--- config.mk ---
export PLATFORM = sky130hd
export DESIGN_NAME = json_string_unescape_utf8_check
export DESIGN_NICKNAME = d
export VERILOG_FILES = /design/src/hw/rtl/jsu_pkg.sv /design/src/hw/rtl/json_string_unescape_utf8_check.sv /design/src/hw/rtl/jsu_core.sv /design/src/hw/rtl/jsu_outq.sv
export SDC_FILE = /design/constraint.sdc
export NUM_CORES = 2
export LEC_CHECK = 0
export BUFFER_PORTS_ARGS = -buffer_cell sky130_fd_sc_hd__buf_2
export CAP_MARGIN = 20
export CORE_AREA = 4 4 369 371
export DETAILED_ROUTE_END_ITERATION = 12
export DIE_AREA = 0 0 373 375
export GPL_ROUTABILITY_DRIVEN = 0
export GPL_TIMING_DRIVEN = 0
export PLACE_DENSITY = 0.4
export SYNTH_ARGS = -nofsm -noshare
export SYNTH_HDL_FRONTEND = slang
export SYNTH_SLANG_ARGS = --single-unit
--- constraint.sdc ---
create_clock -name clk -period 20 [get_ports clk]
set_clock_uncertainty 0.15 [all_clocks]
set_input_delay 4 -clock clk [delete_from_list [all_inputs] [get_ports clk]]
set_output_delay 4 -clock clk [all_outputs]
set_load 0.02 [all_outputs]
--- src/hw/rtl/jsu_pkg.sv ---
// ----------------------------------------------------------------------------
// jsu_pkg
// Types and constants for the JSON string decoder.
// ----------------------------------------------------------------------------
`timescale 1ns / 1ps
package jsu_pkg;
  typedef enum logic [3:0] {
    PH_WAIT = 4'd0,
    PH_BODY = 4'd1,
    PH_ESC  = 4'd2,
    PH_HEX  = 4'd3,
    PH_PAIR = 4'd4,
    PH_UTF8 = 4'd5,
    PH_DROP = 4'd6
  } phase_t;

  localparam logic [2:0] ST_OK    = 3'd0;
  localparam logic [2:0] ST_JSON  = 3'd1;
  localparam logic [2:0] ST_UTF8  = 3'd2;
  localparam logic [2:0] ST_LIMIT = 3'd3;
  localparam logic [2:0] ST_QUOTE = 3'd4;

  localparam int MaxRes = 5;
  localparam int ResCntW = 3;

  // one result item
  typedef struct packed {
    logic        kind;
    logic [7:0]  data;
    logic [2:0]  status;
    logic [19:0] offset;
    logic [20:0] count;
  } res_t;

  // group of results caused by one input item
  typedef struct packed {
    logic [ResCntW-1:0] n;
    res_t [MaxRes-1:0]  r;
  } res_grp_t;

  function automatic logic [4:0] hexval(input logic [7:0] b);
    if (b >= 8'h30 && b <= 8'h39) return {1'b0, b[3:0]};
    if ((b >= 8'h61 && b <= 8'h66) || (b >= 8'h41 && b <= 8'h46))
      return 5'(b[3:0] + 4'd9);
    return 5'h10;
  endfunction

  function automatic logic [1:0] cont_count(input logic [7:0] lead);
    if (lead >= 8'hc2 && lead <= 8'hdf) return 2'd1;
    if (lead >= 8'he0 && lead <= 8'hef) return 2'd2;
    if (lead >= 8'hf0 && lead <= 8'hf4) return 2'd3;
    return 2'd0;
  endfunction
endpackage

--- src/hw/rtl/json_string_unescape_utf8_check.sv ---
// ----------------------------------------------------------------------------
// json_string_unescape_utf8_check
// Streaming JSON string literal decoder with UTF-8 checking.
//
//  channel   dir  fields
//  s_axis    in   tdata: in_byte; tlast: in_last
//  m_axis    out  tdata: out_byte, status, err_offset, err_count; tuser: out_kind
//  cfg       in   byte_limit (write only)
//
//  One byte per cycle; each byte is decoded in the cycle it is accepted and
//  its 0..5 results enter an 8-entry queue drained one per cycle while m_axis_tready is high.
//  Input stalls only when the queue lacks room for five results.
//  Synchronous reset clears state and the queue; limit resets to 4096.
// ----------------------------------------------------------------------------
`timescale 1ns / 1ps
module json_string_unescape_utf8_check import jsu_pkg::*; #(
  parameter int OFFSET_WIDTH = 20
) (
  input  logic        clk,
  input  logic        rst,
  input  logic        s_axis_tvalid,
  output logic        s_axis_tready,
  input  logic [7:0]  s_axis_tdata,   // in_byte
  input  logic        s_axis_tlast,   // in_last
  output logic        m_axis_tvalid,
  input  logic        m_axis_tready,
  output logic [55:0] m_axis_tdata,   // out_byte, status, err_offset, err_count
  output logic        m_axis_tuser,   // out_kind
  input  logic        cfg_we,
  input  logic [19:0] cfg_wdata
);
  logic [19:0] byte_limit;
  logic        step, room;
  res_grp_t    grp;
  res_t        head;

  always_ff @(posedge clk) begin
    if (rst) byte_limit <= 20'd4096;
    else if (cfg_we) byte_limit <= cfg_wdata;
  end

  assign s_axis_tready = room;
  assign step = s_axis_tvalid && room;

  jsu_core #(.OFFSET_WIDTH(OFFSET_WIDTH)) u_core (
    .clk, .rst, .step,
    .in_byte(s_axis_tdata), .in_last(s_axis_tlast),
    .max_bytes(byte_limit), .grp
  );

  jsu_outq u_outq (
    .clk, .rst, .push(step), .grp, .room,
    .valid(m_axis_tvalid), .pop(m_axis_tready), .head
  );

  assign m_axis_tdata = {4'd0, head.count, head.offset, head.status, head.data};
  assign m_axis_tuser = head.kind;
endmodule

--- src/hw/rtl/jsu_core.sv ---
// ----------------------------------------------------------------------------
// jsu_core
// Per-byte decode: state registers and the combinational step that yields
// the group of results for one byte.
// ----------------------------------------------------------------------------
`timescale 1ns / 1ps
module jsu_core import jsu_pkg::*; #(
  parameter int OFFSET_WIDTH = 20
) (
  input  logic           clk,
  input  logic           rst,
  input  logic           step,
  input  logic [7:0]     in_byte,
  input  logic           in_last,
  input  logic [19:0]    max_bytes,
  output res_grp_t       grp
);
  localparam logic [OFFSET_WIDTH-1:0] OffMax = '1;

  phase_t                  phase, phase_next;
  logic [OFFSET_WIDTH-1:0] byte_offset, byte_offset_next;
  logic [20:0]             decoded_count, decoded_count_next;
  logic [15:0]             hex_accum, hex_accum_next;
  logic [2:0]              hex_digits_seen, hex_digits_seen_next;
  logic [OFFSET_WIDTH-1:0] bad_digit_offset, bad_digit_offset_next;
  logic                    bad_digit_rec, bad_digit_rec_next;
  logic [9:0]              high_surrogate, high_surrogate_next;
  logic [7:0]              held [4];
  logic [7:0]              held_next [4];
  logic [1:0]              seq_remaining, seq_remaining_next;
  logic [20:0]             seq_codepoint, seq_codepoint_next;
  logic [OFFSET_WIDTH-1:0] seq_bad_offset, seq_bad_offset_next;
  logic                    seq_bad_rec, seq_bad_rec_next;
  logic [OFFSET_WIDTH-1:0] seq_start_offset, seq_start_offset_next;

  function automatic logic [OFFSET_WIDTH-1:0] inc_sat(input logic [OFFSET_WIDTH-1:0] x);
    return (x == OffMax) ? x : x + 1'b1;
  endfunction

  function automatic logic [19:0] clamp20(input logic [OFFSET_WIDTH-1:0] x);
    logic [OFFSET_WIDTH+19:0] w;
    w = {20'd0, x};
    return (w > (OFFSET_WIDTH+20)'(20'hfffff)) ? 20'hfffff : w[19:0];
  endfunction

  always_comb begin
    logic [OFFSET_WIDTH-1:0] cur, cur1;
    logic [4:0]  d;
    logic [1:0]  n;
    logic [15:0] acc;
    logic [2:0]  k;
    logic [20:0] cp, total, cnt;
    logic [1:0]  ncp;
    logic        do_app, fin;
    logic [2:0]  fst;
    logic [19:0] foff;
    logic [20:0] fcnt;
    logic [7:0]  ub [4];
    logic [2:0]  un;
    logic [7:0]  b;
    res_t        z;
    cur = byte_offset;
    cur1 = inc_sat(cur);
    b = in_byte;
    d = hexval(b);
    n = 2'd0; acc = '0; k = '0; cp = '0; total = '0; cnt = '0; ncp = '0;
    do_app = 1'b0; fin = 1'b0; fst = ST_OK; foff = '0; fcnt = '0;
    un = '0;
    for (int i = 0; i < 4; i++) ub[i] = '0;
    z = '0;
    phase_next = phase;
    byte_offset_next = cur1;
    decoded_count_next = decoded_count;
    hex_accum_next = hex_accum;
    hex_digits_seen_next = hex_digits_seen;
    bad_digit_offset_next = bad_digit_offset;
    bad_digit_rec_next = bad_digit_rec;
    high_surrogate_next = high_surrogate;
    for (int i = 0; i < 4; i++) held_next[i] = held[i];
    seq_remaining_next = seq_remaining;
    seq_codepoint_next = seq_codepoint;
    seq_bad_offset_next = seq_bad_offset;
    seq_bad_rec_next = seq_bad_rec;
    seq_start_offset_next = seq_start_offset;

    unique case (phase)
      PH_WAIT: begin
        if (b != 8'h22) begin
          fin = 1'b1; fst = ST_QUOTE;
        end else begin
          cur = '0;
          byte_offset_next = OFFSET_WIDTH'(1);
          decoded_count_next = '0;
          phase_next = PH_BODY;
        end
      end
      PH_BODY: begin
        n = cont_count(b);
        if (b == 8'h22) begin
          fin = 1'b1; fst = ST_OK;
        end else if (b < 8'h20) begin
          fin = 1'b1; fst = ST_JSON; foff = clamp20(cur);
        end else if (b == 8'h5c) begin
          phase_next = PH_ESC;
        end else if (b < 8'h80) begin
          do_app = 1'b1; cp = {13'd0, b};
        end else if (n == 2'd0) begin
          fin = 1'b1; fst = ST_UTF8; foff = clamp20(cur);
        end else begin
          held_next[0] = b;
          seq_remaining_next = n;
          seq_codepoint_next = {16'd0, b[4:0] & ((n == 2'd1) ? 5'h1f :
                                (n == 2'd2) ? 5'h0f : 5'h07)};
          seq_bad_rec_next = 1'b0;
          seq_bad_offset_next = '0;
          seq_start_offset_next = cur;
          phase_next = PH_UTF8;
        end
      end
      PH_ESC: begin
        phase_next = PH_BODY;
        do_app = 1'b1;
        unique case (b)
          8'h75: begin
            do_app = 1'b0;
            hex_accum_next = '0;
            hex_digits_seen_next = '0;
            bad_digit_rec_next = 1'b0;
            bad_digit_offset_next = '0;
            seq_start_offset_next = cur1;
            phase_next = PH_HEX;
          end
          8'h22, 8'h5c, 8'h2f: cp = {13'd0, b};
          8'h62: cp = 21'h08;
          8'h66: cp = 21'h0c;
          8'h6e: cp = 21'h0a;
          8'h72: cp = 21'h0d;
          8'h74: cp = 21'h09;
          default: begin
            do_app = 1'b0; phase_next = phase;
            fin = 1'b1; fst = ST_JSON; foff = clamp20(cur);
          end
        endcase
      end
      PH_HEX: begin
        if (d[4] && !bad_digit_rec) begin
          bad_digit_rec_next = 1'b1;
          bad_digit_offset_next = cur;
        end
        acc = {hex_accum[11:0], d[3:0]};
        hex_accum_next = acc;
        hex_digits_seen_next = hex_digits_seen + 3'd1;
        if (hex_digits_seen == 3'd3) begin
          if (bad_digit_rec_next) begin
            fin = 1'b1; fst = ST_JSON; foff = clamp20(bad_digit_offset_next);
          end else if (acc >= 16'hd800 && acc <= 16'hdbff) begin
            high_surrogate_next = acc[9:0];
            hex_accum_next = '0;
            hex_digits_seen_next = '0;
            bad_digit_rec_next = 1'b0;
            seq_bad_rec_next = 1'b0;
            seq_start_offset_next = cur1;
            phase_next = PH_PAIR;
          end else if (acc >= 16'hdc00 && acc <= 16'hdfff) begin
            fin = 1'b1; fst = ST_UTF8; foff = clamp20(cur1);
          end else begin
            phase_next = PH_BODY;
            do_app = 1'b1; cp = {5'd0, acc};
          end
        end
      end
      PH_PAIR: begin
        k = hex_digits_seen;
        acc = hex_accum;
        if (k == 3'd0) begin
          if (b != 8'h5c) seq_bad_rec_next = 1'b1;
        end else if (k == 3'd1) begin
          if (b != 8'h75) seq_bad_rec_next = 1'b1;
        end else begin
          if (d[4] && !bad_digit_rec) begin
            bad_digit_rec_next = 1'b1;
            bad_digit_offset_next = cur;
          end
          acc = {hex_accum[11:0], d[3:0]};
          hex_accum_next = acc;
        end
        hex_digits_seen_next = k + 3'd1;
        if (k == 3'd5) begin
          if (seq_bad_rec_next) begin
            fin = 1'b1; fst = ST_UTF8; foff = clamp20(seq_start_offset);
          end else if (bad_digit_rec_next) begin
            fin = 1'b1; fst = ST_UTF8; foff = clamp20(inc_sat(bad_digit_offset_next));
          end else if (acc < 16'hdc00 || acc > 16'hdfff) begin
            fin = 1'b1; fst = ST_UTF8; foff = clamp20(cur1);
          end else begin
            phase_next = PH_BODY;
            do_app = 1'b1;
            cp = 21'h10000 + {1'b0, high_surrogate, acc[9:0]};
          end
        end
      end
      PH_UTF8: begin
        n = cont_count(held[0]);
        held_next[2'(n - seq_remaining + 2'd1)] = b;
        if (b[7:6] != 2'b10 && !seq_bad_rec) begin
          seq_bad_rec_next = 1'b1;
          seq_bad_offset_next = cur;
        end
        cp = {seq_codepoint[14:0], b[5:0]};
        seq_codepoint_next = cp;
        seq_remaining_next = seq_remaining - 2'd1;
        if (seq_remaining == 2'd1) begin
          total = decoded_count + 21'(n) + 21'd1;
          if (total > {1'b0, max_bytes}) begin
            fin = 1'b1; fst = ST_LIMIT; fcnt = total;
          end else if (seq_bad_rec_next) begin
            fin = 1'b1; fst = ST_UTF8; foff = clamp20(seq_bad_offset_next);
          end else if ((n == 2'd2 && cp < 21'h800) || (n == 2'd3 && cp < 21'h10000) ||
                       (cp >= 21'hd800 && cp <= 21'hdfff) || cp > 21'h10ffff) begin
            fin = 1'b1; fst = ST_UTF8; foff = clamp20(cur1);
          end else begin
            decoded_count_next = total;
            un = 3'(n) + 3'd1;
            for (int i = 0; i < 4; i++) ub[i] = held_next[i];
            phase_next = PH_BODY;
          end
        end
        cp = '0;
      end
      default: ;
    endcase

    if (do_app) begin
      ncp = (cp <= 21'h7f) ? 2'd0 : (cp <= 21'h7ff) ? 2'd1 :
            (cp <= 21'hffff) ? 2'd2 : 2'd3;
      cnt = decoded_count + 21'(ncp) + 21'd1;
      decoded_count_next = cnt;
      if (cnt > {1'b0, max_bytes}) begin
        fin = 1'b1; fst = ST_LIMIT; fcnt = cnt;
        phase_next = phase;
      end else begin
        un = 3'(ncp) + 3'd1;
        unique case (ncp)
          2'd0: ub[0] = cp[7:0];
          2'd1: begin
            ub[0] = {3'b110, cp[10:6]}; ub[1] = {2'b10, cp[5:0]};
          end
          2'd2: begin
            ub[0] = {4'b1110, cp[15:12]}; ub[1] = {2'b10, cp[11:6]};
            ub[2] = {2'b10, cp[5:0]};
          end
          default: begin
            ub[0] = {5'b11110, cp[20:18]}; ub[1] = {2'b10, cp[17:12]};
            ub[2] = {2'b10, cp[11:6]}; ub[3] = {2'b10, cp[5:0]};
          end
        endcase
      end
    end
    if (fin) phase_next = PH_DROP;

    if (in_last) begin
      if (!fin) begin
        priority case (phase_next)
          PH_BODY, PH_ESC: begin fin = 1'b1; fst = ST_JSON; foff = clamp20(cur1); end
          PH_HEX:  begin fin = 1'b1; fst = ST_JSON; foff = clamp20(seq_start_offset_next); end
          PH_PAIR: begin fin = 1'b1; fst = ST_UTF8; foff = clamp20(seq_start_offset_next); end
          PH_UTF8: begin
            fin = 1'b1; fst = ST_UTF8; foff = clamp20(inc_sat(seq_start_offset_next));
          end
          default: ;
        endcase
      end
      phase_next = PH_WAIT;
      byte_offset_next = '0;
    end else if (phase_next == PH_DROP) begin
      byte_offset_next = '0;
    end

    grp = '0;
    for (int i = 0; i < 4; i++) begin
      grp.r[i] = z;
      grp.r[i].data = ub[i];
    end
    grp.n = un;
    if (fin) begin
      grp.r[un].kind = 1'b1;
      grp.r[un].data = '0;
      grp.r[un].status = fst;
      grp.r[un].offset = (fst == ST_JSON || fst == ST_UTF8) ? foff : 20'd0;
      grp.r[un].count = fcnt;
      grp.n = un + 3'd1;
    end
  end

  always_ff @(posedge clk) begin
    if (rst) begin
      phase <= PH_WAIT;
      byte_offset <= '0;
      decoded_count <= '0;
      hex_accum <= '0;
      hex_digits_seen <= '0;
      bad_digit_offset <= '0;
      bad_digit_rec <= 1'b0;
      high_surrogate <= '0;
      seq_remaining <= '0;
      seq_codepoint <= '0;
      seq_bad_offset <= '0;
      seq_bad_rec <= 1'b0;
      seq_start_offset <= '0;
    end else if (step) begin
      phase <= phase_next;
      byte_offset <= byte_offset_next;
      decoded_count <= decoded_count_next;
      hex_accum <= hex_accum_next;
      hex_digits_seen <= hex_digits_seen_next;
      bad_digit_offset <= bad_digit_offset_next;
      bad_digit_rec <= bad_digit_rec_next;
      high_surrogate <= high_surrogate_next;
      seq_remaining <= seq_remaining_next;
      seq_codepoint <= seq_codepoint_next;
      seq_bad_offset <= seq_bad_offset_next;
      seq_bad_rec <= seq_bad_rec_next;
      seq_start_offset <= seq_start_offset_next;
    end
  end

  always_ff @(posedge clk) begin
    if (step) begin
      for (int i = 0; i < 4; i++) held[i] <= held_next[i];
    end
  end
endmodule

--- src/hw/rtl/jsu_outq.sv ---
// ----------------------------------------------------------------------------
// jsu_outq
// Result queue: takes a group of up to five results per cycle and sends one
// per cycle on pop. Takes a new group while earlier results drain, given room.
// ----------------------------------------------------------------------------
`timescale 1ns / 1ps
module jsu_outq import jsu_pkg::*; (
  input  logic     clk,
  input  logic     rst,
  input  logic     push,
  input  res_grp_t grp,
  output logic     room,
  output logic     valid,
  input  logic     pop,
  output res_t     head
);
  localparam int Depth = 8;
  localparam int PtrW = 3;

  res_t            q [Depth];
  logic [PtrW-1:0] rd, wr;
  logic [PtrW:0]   used, used_next;

  assign valid = used != '0;
  assign head  = q[rd];
  assign room  = (used - {3'd0, pop && valid}) <= (PtrW+1)'(Depth - MaxRes);

  always_comb begin
    used_next = used - {3'd0, pop && valid};
    if (push) used_next = used_next + {1'b0, grp.n};
  end

  always_ff @(posedge clk) begin
    if (rst) begin
      rd <= '0;
      wr <= '0;
      used <= '0;
    end else begin
      if (pop && valid) rd <= rd + 1'b1;
      if (push) wr <= wr + grp.n;
      used <= used_next;
    end
  end

  always_ff @(posedge clk) begin
    if (push) begin
      for (int i = 0; i < MaxRes; i++) begin
        if (3'(i) < grp.n) q[PtrW'(wr + PtrW'(i))] <= grp.r[i];
      end
    end
  end
endmodule

==> flow_summary.rst <==
.. list-table::
   :header-rows: 1

   * - Metric
     - Value
   * - Outcome
     - complete, no violations
   * - Longest individual stage delay on the worst path
     - 0.72 ns
   * - Power per cell area
     - 100.7 nW/um2
   * - Netlist area before placement
     - 39590 um2
   * - Chip Height
     - 375 um
   * - Number of top-level pins
     - 93
   * - Path type of the worst setup path
     - in -> reg
   * - Final WS setup
     - 4.202 ns
   * - Number of max-slew violations in the final report
     - 0
   * - Relative slew margins
     - 0.07437
   * - Global-route usage over all layers
     - 0.2345
   * - Number of gates resized after CTS
     - 0
   * - TritonCTS clock tree
     - built
   * - Number of rows in the core area
     - 134
   * - Max_cap viols
     - 0
   * - Number of vias in the routed layout
     - 34500
   * - Share of the clock period used by the worst path after layout
     - 0.7899
   * - GR Overflow Total
     - 0
   * - Total wire length
     - 169200 um
   * - Antenna violations before repair
     - 1
   * - Worst Path Arrival
     - 16.11 ns
   * - Clock network latency to the later pin of the worst-skew pair
     - 0.71 ns
   * - Post-Synthesis Cells
     - 4154
   * - Flip-flop cell with the highest count after synthesis
     - edfxtp_1
   * - Count of nets after finishing
     - 4470
   * - Number of port buffers
     - 84
   * - Post-route DRC
     - 0
   * - Avg Inst Size Synth
     - 9.530 um2
   * - Clock-pin slew reported for the worst setup and hold paths after clock tree synthesis
     - 0.06 ns
   * - Buffer type at the clock tree root
     - clkbuf_16
   * - Register share of total power
     - 0.348
   * - Pin count of the biggest net entering global routing
     - 38
   * - Slew at the pin closest to its max-slew limit
     - 1.388 ns
   * - Fillcell total
     - 13740
   * - Leakage power
     - 16.31 nW
   * - Maximum resistive drop on vdd
     - 0.00007140 V
   * - Worst hold path class
     - reg -> reg
   * - Number of flops mapped to enable cells by yosys
     - 456
   * - RSZ-0062 raised after global routing
     - no
   * - Share of power burned in the clock network
     - 0.325
   * - Count of TritonRoute iterations in the first routing pass
     - 6
   * - Clock buffer count from CTS
     - 82
   * - Switching Power
     - 1.683 mW
   * - Standard cell with the maximum stage delay on the critical path
     - nand3b_1
   * - Startpoint type of the worst setup path
     - input pin
   * - Global-route wire length before repair
     - 243900 um
   * - Area share of the leading cell type in the synthesized netlist
     - 0.3459
   * - CTS HTree Levels
     - 3
   * - Average wire length per cell after detail routing
     - 27.31 um
   * - Largest cells by area after synthesis
     - edfxtp_1 (35%), dfxtp_1 (9.4%), mux4_2 (6.0%), nor2_1 (5.7%), nand2_1 (5.0%)
   * - Seq cells post-synth
     - 642
   * - Postcts setup bufs
     - 0
   * - Iteration-0 DRC count of the detailed router
     - 3823
   * - Share of final-layout standard cells stronger than drive strength 1
     - 0.1366
   * - # hold bufs at CTS
     - 0
   * - Power Internal
     - 2.904 mW
   * - Half-perimeter wire length of the detailed placement result
     - 126200 um
   * - Proportion of power drawn by combinational gates
     - 0.327
   * - Library cell appearing most often on the critical path
     - inv_1
   * - Total power draw
     - 4.587 mW
   * - Final core utilization
     - 0.3425
   * - Async S/R FF share, synth
     - 0
   * - Final critical path time including I/O delays and setup
     - 15.80 ns
   * - Switching part of the total
     - 0.3669
   * - Kind of capture point of the worst setup path
     - flop
   * - Warnings, synthesis
     - 0
   * - Register area share after synthesis
     - 0.4399
   * - Number of different library cells in the post-synthesis netlist
     - 111
   * - Clock sink total
     - 642
   * - Area enclosed by the die boundary
     - 139900 um2
   * - Fmax
     - 63.30 MHz
   * - Area growth, synth to finish
     - 15.03%
   * - Worst Path Required
     - 20.31 ns
   * - Core Area
     - 133000 um2
   * - Cell accounting for the most synthesized area
     - edfxtp_1
   * - Residual antenna-violating net count after detailed routing
     - 0
   * - Horiz. Die Dim
     - 373 um
   * - Vias per std cell
     - 5.567
   * - Clock buffer depth
     - 3
   * - Endpoints failing hold
     - 0
   * - Initial core utilization
     - 0.2978
   * - Number of global-route vias before repair
     - 33770
   * - Critical-path maximum fanout
     - 11
   * - Number of setup violations in the final report
     - 0
   * - Post-placement worst setup slack
     - 3.538 ns
## logic make-up after synthesis
kind of cell    Yosys count  share of synthesized area
simple gates           1712                     0.1981
compound gates          902                     0.1570
flops                   642                     0.4399
buf+inv                 413                    0.04305
mux                     319                     0.1175
xor+xnor                 90                    0.01991
fa+ha+maj                75                    0.02446
other cells               1                 0.00009472
## metal layers
metal  vias up  wire (um)  part of all wire  track usage
met4         0       5693             0.034      0.07418
met1     17210      75110              0.44       0.3177
met2      1259      79130              0.47       0.3869
li1      15760          -                 -            -
met5         -          0                 0            0
met3       271       9276             0.055      0.03369
## power by group through the flow
stage,registers [mW],clock network [mW],logic (mW)
2_1_floorplan,1.61,0,0.923
3_5_place_dp,1.62,0,1.49
5_1_grt,1.61,1.59,1.60
6_report,1.60,1.49,1.50
4_1_cts,1.60,1.54,1.50
3_3_place_gp,1.64,0,1.45
## cell type report
| type | count | area [um2] | share of cell area |
|---|---|---|---|
| tap | 1768 | 2212 | 0.04858 |
| buffer | 293 | 1255 | 0.02756 |
| inverter | 120 | 450.4 | 0.009891 |
| clock inverter | 39 | 483.0 | 0.01061 |
| antenna | 1 | 2.502 | 0.00005495 |
| clock buffer | 112 | 2185 | 0.04797 |
| multi-input combinational | 3102 | 20570 | 0.4516 |
| timing repair buffer | 120 | 969.7 | 0.02129 |
| sequential | 642 | 17420 | 0.3824 |
## worst max-delay path: cells and delay by family
kind            cells  cell delay (ns)
compound gates     11             3.58
buf+inv            15             3.31
simple gates       10             3.13
fa+ha+maj           4             1.64
xor+xnor            1             0.38
## Yosys cell counts, drive strengths merged (7+ instances only)
cell type,n
a222oi,26
nand2b,12
a2111oi,9
nor2b,120
nor4,29
a21o,19
a221oi,26
a221o,10
a31oi,32
and3,31
or2,12
o21ai,201
ha,71
clkbuf,206
dfxtp,186
o21a,13
and4,7
a211oi,44
nor3,117
buf,87
a31o,8
and2,29
a21oi,184
mux2i,107
nor2,609
inv,118
edfxtp,456
o22ai,58
or4,9
nand2,528
or3,21
mux2,106
o221ai,38
a22o,11
nand4,47
mux4,106
o211ai,36
o31ai,10
xor2,36
nand3,112
xnor2,54
a21boi,8
a22oi,106
nand3b,9
## cells in the final DEF, fill, tap and decap left out, types with 106 or more instances in the layout
master    Yosys  routed
mux4_2      106     106
nor2b_1     120     120
edfxtp_1    456     456
dfxtp_1     186     186
nand2_1     528     528
inv_1       115     115
buf_2        44     130
mux2_2      106     106
clkbuf_1    205     232
nor3_1      106     106
nor2_1      601     601
o21ai_0     184     184
a21oi_1     182     182
mux2i_1     107     107
## final timing paths
check	startpoint	slack [ns]	cells after the start	end
worst max register to register	u_core.phase[3]	7.69	39	u_outq.q[0][24]
worst min-delay path	u_core.high_surrogate[4]	0.32	2	u_core.high_surrogate[4]
worst max-delay path	s_axis_tdata[1]	4.20	41	u_outq.q[0][24]
worst min register to register	u_core.high_surrogate[4]	0.32	2	u_core.high_surrogate[4]
## stage by stage
| step | setup TNS [ns] | instance area, um2 | hold slack (ns) | instances |
|---|---|---|---|---|
| after floorplan | 0 | 39600 | 0.2897 | 4157 |
| after global placement | -71.53 | 42230 | 0.3054 | 6009 |
| after detailed placement | 0 | 42810 | 0.3086 | 6040 |
| after CTS | 0 | 45480 | 0.3164 | 6191 |
| after global routing | 0 | 45540 | 0.3357 | 6196 |
| final | 0 | 45540 | 0.3150 | 6197 |
## registers in the layout, indices dropped and copies added (netlist names), named ones only
register / flops
u_outq.used: 4
u_core.bad_digit_rec: 1
u_core.seq_start_offset: 20
u_outq.rd: 3
u_core.seq_remaining: 2
u_core.seq_bad_offset: 20
byte_limit: 20
u_outq.q: 424
u_outq.wr: 3
u_core.hex_digits_seen: 3
u_core.held: 32
u_core.seq_codepoint: 15
u_core.high_surrogate: 10
u_core.decoded_count: 21
u_core.byte_offset: 20
u_core.seq_bad_rec: 1
u_core.bad_digit_offset: 20
u_core.hex_accum: 16
u_core.phase: 4
Note: power is estimated with default switching activity, not from simulation.
